<file path="src/rtl/core/yp2rgb_pkg.sv">
// Package for the YUV pair to RGB555 core: constants, types and helpers.
package yp2rgb_pkg;

  // Field widths
  localparam int unsigned SampleW  = 8;
  localparam int unsigned PixelW   = 15;
  localparam int unsigned ChanW    = 5;
  localparam int unsigned InDataW  = 32;
  localparam int unsigned OutDataW = 32;
  localparam int unsigned Lanes    = 2;

  // Conversion coefficients
  localparam int unsigned ChromaMid = 128;
  localparam int unsigned CoefU     = 475;
  localparam int unsigned CoefV     = 403;
  localparam int unsigned CoefYG    = 51;
  localparam int unsigned CoefRG    = 38;
  localparam int unsigned CoefBG    = 13;

  // Chroma offset, floor((c - 128) * k / 256), range -238..235
  typedef logic signed [8:0] chroma_off_t;
  // Pre-clip channel sum, range -238..490
  typedef logic signed [9:0] chan_sum_t;
  typedef logic [SampleW-1:0] sample_t;
  typedef logic [PixelW-1:0]  pixel_t;

  // Limit a signed sum to 0..255
  function automatic sample_t clip8(input chan_sum_t v);
    sample_t res;
    if (v < 0) begin
      res = '0;
    end else if (v > 10'sd255) begin
      res = '1;
    end else begin
      res = v[SampleW-1:0];
    end
    return res;
  endfunction

  // Chroma offset from an unsigned sample and coefficient
  function automatic chroma_off_t chroma_offset(input sample_t c, input logic [8:0] k);
    logic signed [9:0]  centred;
    logic signed [19:0] prod;
    centred = $signed({2'b00, c}) - 10'sd128;
    prod    = 20'(centred) * $signed({11'b0, k});
    // arithmetic shift by 8: the floored quotient fits in bits 16:8
    return prod[16:8];
  endfunction

endpackage

</file>
<file path="src/rtl/core/yuv_pair_to_rgb555_core.sv">
// Three-stage pipeline: chroma offsets, red/blue clip, green and packing.
// With no stall, an accepted item passes the stage 1, 2 and 3 registers in turn,
// and m_axis_tvalid_o rises when it is written into the stage 3 register.
// Throughput: one pixel pair per cycle while the output is taken; each stage moves on when the next is
// free or moving, so a held output stalls the pipe without loss or repeat.
// Reset (rst_ni low, asynchronous) empties all stage valid bits; data is kept.
module yuv_pair_to_rgb555_core (
  input  logic                          clk_i,
  input  logic                          rst_ni,
  // luma_first[7:0], luma_second[15:8], chroma_blue[23:16], chroma_red[31:24]
  input  logic [yp2rgb_pkg::InDataW-1:0]  s_axis_tdata_i,
  input  logic                          s_axis_tvalid_i,
  output logic                          s_axis_tready_o,
  // pixel_first[14:0], pixel_second[29:15], zero [31:30]
  output logic [yp2rgb_pkg::OutDataW-1:0] m_axis_tdata_o,
  output logic                          m_axis_tvalid_o,
  input  logic                          m_axis_tready_i
);
  import yp2rgb_pkg::*;

  // Stage enables, back to front
  logic en1, en2, en3;
  logic v1_q, v2_q, v3_q;

  assign en3 = !v3_q || m_axis_tready_i;
  assign en2 = !v2_q || en3;
  assign en1 = !v1_q || en2;
  assign s_axis_tready_o = en1;

  // Stage 1: chroma offsets
  sample_t     y1_q [Lanes];
  chroma_off_t du_q, dv_q;

  always_ff @(posedge clk_i or negedge rst_ni) begin
    if (!rst_ni) begin
      v1_q <= 1'b0;
    end else if (en1) begin
      v1_q <= s_axis_tvalid_i;
    end
  end

  always_ff @(posedge clk_i) begin
    if (en1 && s_axis_tvalid_i) begin
      y1_q[0] <= s_axis_tdata_i[7:0];
      y1_q[1] <= s_axis_tdata_i[15:8];
      du_q    <= chroma_offset(s_axis_tdata_i[23:16], 9'(CoefU));
      dv_q    <= chroma_offset(s_axis_tdata_i[31:24], 9'(CoefV));
    end
  end

  // Stage 2: clipped red and blue, luma term for green
  sample_t    r2_d [Lanes], b2_d [Lanes], r2_q [Lanes], b2_q [Lanes];
  logic [8:0] yt2_d [Lanes], yt2_q [Lanes];

  always_comb begin
    for (int i = 0; i < Lanes; i++) begin
      logic [13:0] yprod;
      yprod    = 14'(y1_q[i]) * 14'(CoefYG);
      r2_d[i]  = clip8($signed({2'b00, y1_q[i]}) + {dv_q[8], dv_q});
      b2_d[i]  = clip8($signed({2'b00, y1_q[i]}) + {du_q[8], du_q});
      yt2_d[i] = 9'(y1_q[i]) + 9'(yprod[13:7]);
    end
  end

  always_ff @(posedge clk_i or negedge rst_ni) begin
    if (!rst_ni) begin
      v2_q <= 1'b0;
    end else if (en2) begin
      v2_q <= v1_q;
    end
  end

  always_ff @(posedge clk_i) begin
    if (en2 && v1_q) begin
      r2_q  <= r2_d;
      b2_q  <= b2_d;
      yt2_q <= yt2_d;
    end
  end

  // Stage 3: green from clipped red and blue, then pack
  pixel_t pix_d [Lanes], pix_q [Lanes];

  always_comb begin
    for (int i = 0; i < Lanes; i++) begin
      logic [13:0] csum;
      sample_t     g;
      csum = 14'(r2_q[i]) * 14'(CoefRG) + 14'(b2_q[i]) * 14'(CoefBG);
      g    = clip8($signed({1'b0, yt2_q[i]}) - $signed({3'b000, csum[13:7]}));
      pix_d[i] = {r2_q[i][7:3], g[7:3], b2_q[i][7:3]};
    end
  end

  always_ff @(posedge clk_i or negedge rst_ni) begin
    if (!rst_ni) begin
      v3_q <= 1'b0;
    end else if (en3) begin
      v3_q <= v2_q;
    end
  end

  always_ff @(posedge clk_i) begin
    if (en3 && v2_q) begin
      pix_q <= pix_d;
    end
  end

  // Output item
  assign m_axis_tvalid_o = v3_q;
  assign m_axis_tdata_o  = {2'b00, pix_q[1], pix_q[0]};

endmodule

</file>
<file path="config.mk">
export PLATFORM = sky130hd
export DESIGN_NAME = yuv_pair_to_rgb555_core
export DESIGN_NICKNAME = d
export VERILOG_FILES = /design/src/rtl/core/yp2rgb_pkg.sv /design/src/rtl/core/yuv_pair_to_rgb555_core.sv
export SDC_FILE = /design/constraint.sdc
export NUM_CORES = 1
export LEC_CHECK = 0
export BUFFER_PORTS_ARGS = -buffer_cell sky130_fd_sc_hd__buf_2
export CAP_MARGIN = 20
export CORE_UTILIZATION = 51
export DETAILED_ROUTE_END_ITERATION = 10
export MAX_ROUTING_LAYER = met4
export PLACE_DENSITY_LB_ADDON = 0.1
export SLEW_MARGIN = 10
export SYNTH_ARGS = -nofsm -noshare
export SYNTH_HDL_FRONTEND = slang
export SYNTH_SLANG_ARGS = --single-unit
</file>
<file path="constraint.sdc">
create_clock -name clk_i -period 7.9 [get_ports clk_i]
set_input_delay 0.395 -clock clk_i [delete_from_list [all_inputs] [get_ports clk_i]]
set_output_delay 0.395 -clock clk_i [all_outputs]
set_load 0.02 [all_outputs]
</file>
==> out/qor.csv <==
metric,value,unit
status,finished with violations,
failing checks,design-rule violations,
"most common cell after layout, fill and taps aside",ha_1,
worst hold path type,in -> reg,
die width,166.0,um
Yosys Warn Count,0,
CORE AREA,26210,um2
TNS Setup,0,ps
crit path DAT,5860,ps
nets,1856,
largest net degree at the start of global routing,47,
vias in the first global route,9082,
mapped cell area,13720,um2
hpwl dp,21.26,mm
global route overflow,0,
DR iter-0 viols,304,
I/O Buffers,67,
period utilisation layout,72.33,%
full die area,27570,um2
max frequency,175.0,MHz
Via Count,9093,
Area Growth Syn to Fin,9.482,%
share of layout cells above drive strength 1,8.142,%
ys flop type,edfxtp_1,
DRT Pass-1 Iters,7,
clock root buffer master,clkbuf_16,
most frequent cells in the layout,"306 x ha_1, 263 x inv_1, 114 x edfxtp_1",
slowest CP cell,fa_1,
GPL Wtd Cong,0.8334,
CTS Buf Count,17,
drt drc,5,
Worst Setup End Kind,flip-flop,
CP cell instances,ha_1 > ha_1 > ha_1 > a21o_1 > a21oi_1 > nand2b_1 > nand2b_1 > a21oi_1 > xor2_1 > fa_1 > inv_1 > ha_1 > or3_1 > o21ai_0 > a21oi_1 > a21oi_1 > xor2_1 > ha_1 > or2_2 > a211oi_1 > a21oi_1 > xor2_1 > a31oi_1,
TritonCTS Sinks,117,
"slowest stage delay, CP",490,ps
Final Max Tran Viols,0,
WL/cell,14.36,um
worst-path fanout max,6,
WP data required,8050,ps
Max transition margin,60.60,%
Worst Path Buf+Inv,1,
Via-to-Cell Ratio,5.129,
DP Area,14490,um2
Worst Setup Path Type,reg -> reg,
worst slew pin tran,590.9,ps
Die Ht,166.0,um
"EDFF count, synth",114,
Worst-path clk slew,60,ps
Starting Density,52.37,%
area of the multi-input gates,9225,um2
max cap viols,0,
IO Count,70,
initial antenna violation count,1,
FILL cells,2309,
"Setup Fix Bufs, Post-CTS",0,
sequential element share of the synthesized area,25.49,%
latest clock arrival within the worst-skew pair,420,ps
busiest grt layer,met2,
H-tree Lvls,4,
num rows,59,
gr usage total,20.34,%
synth unique cells,58,
ANT nets after route,0,
CTS tree,yes,
clock skew,13.26,ps
met1 GRT Util,27.05,%
RSZ-0062 raised after global routing,no,
crit path time final,5714,ps
clk buf depth,2,
final hold viol count,0,
M2 GR Usage,32.49,%
Mapped Avg Cell Area,10.27,um2
final instance area,15030,um2
asr flop ratio synth,2.564,%
Gate Count Post-Synth,1336,
Reg area,3498,um2
final-report setup violation count,0,
GR met3 Demand/Resource,2.836,%
first-pass GRT wire length,43.60,mm
register bit count reported by yosys,117,
WL final,25.46,mm
Crit path max-delay family,adder cells,
Critical Path Source Type,flip-flop,
-- path summary, 6_finish.rpt --
kind	from	to	slack (ps)	cells past startpoint
max	pix_d[10]	m_axis_tdata_o[23]	2190	23
min	s_axis_tdata_i[1]	y1_q[0][1]	140	1
max reg2reg	pix_d[10]	m_axis_tdata_o[23]	2190	23
min reg2reg	v1_q	v2_q	490	1
max in group asynchronous	rst_ni	m_axis_tvalid_o	7500	2
min in group asynchronous	rst_ni	v2_q	300	2
-- flip-flops by register name, indices dropped and copies added (netlist names) --
name	cells
m_axis_tdata_o	30
pix_d	10
v2_q	1
r2_q	6
y1_q	16
m_axis_tvalid_o	1
yt2_q	18
v1_q	1
dv_q	9
b2_q	16
du_q	9
-- stage by stage --
stage	std cells	hold WS (ps)	setup WS [ps]	utilization (%)
after floorplan	1337	99.41	2612	-
after global placement	1739	193.1	2377	55.28
after detailed placement	1739	192.6	2189	55.28
after CTS	1772	126.0	2172	57.33
after global routing	1773	125.7	1776	57.34
final	1773	142.5	2186	57.34
-- layer usage --
layer	vias to the layer above	share of wire (%)
met1	4212	50
met5	-	0
met2	116	46
met4	0	1.4
met3	24	2.4
li1	4741	-
-- layout make-up --
cell class	count	area share, %
Clock inverter	12	0.5912
Clock buffer	20	2.906
Sequential cell	117	23.28
Multi-Input combinational cell	954	61.40
Timing Repair Buffer	71	2.448
Inverter	263	6.570
Tap cell	335	2.790
Antenna cell	1	0.01665
-- Yosys cell counts (3+ instances only) --
cell        n  share of area [%]
xor2_1     36                2.3
o21bai_1    8               0.44
a31oi_1    10               0.46
edfxtp_1  114                 25
or3_1       5               0.23
a21o_1     24                1.3
and3_1      5               0.23
o211a_1     3               0.22
xnor2_1    67                4.3
fa_1       90                 13
a31o_2      4               0.26
nand4_1     4               0.18
nor3_1     25               0.91
a21oi_1    80                2.9
dfrtp_1     3               0.55
ha_1      306                 28
a211oi_1   10               0.55
o31a_1      3               0.19
inv_1     263                7.2
nor4_1      3               0.14
nor2b_1    22                1.0
and2_1      5               0.23
o22ai_1     3               0.14
nand2b_1   22                1.0
nor2_1     64                1.8
a211o_1     3               0.19
nand3_1     8               0.29
o211ai_1    5               0.27
o21a_1     34                1.9
o21ai_0    33                1.2
or2_2       5               0.23
o31ai_1     4               0.22
nand2_1    32               0.88
-- kinds of logic after synthesis --
kind of cell               synth area share, %
muxes                                   0.2279
AOI/OAI and AO/OA                        11.81
buffers and inverters                    7.330
DFF                                      25.49
and+or+nand+nor                          7.521
adders and majority gates                41.02
other                                  0.02732
xor gates and xnor gates                 6.573
-- timing repair --
item                                   4_1_cts  5_1_grt
gates resized for setup                      0        0
hold buffers                                 1        0
endpoints found under the hold margin        3        0
Power is left out: the tool's default activity adds up to more than one toggle a clock period on the data nets, which glitch-free logic cannot reach.
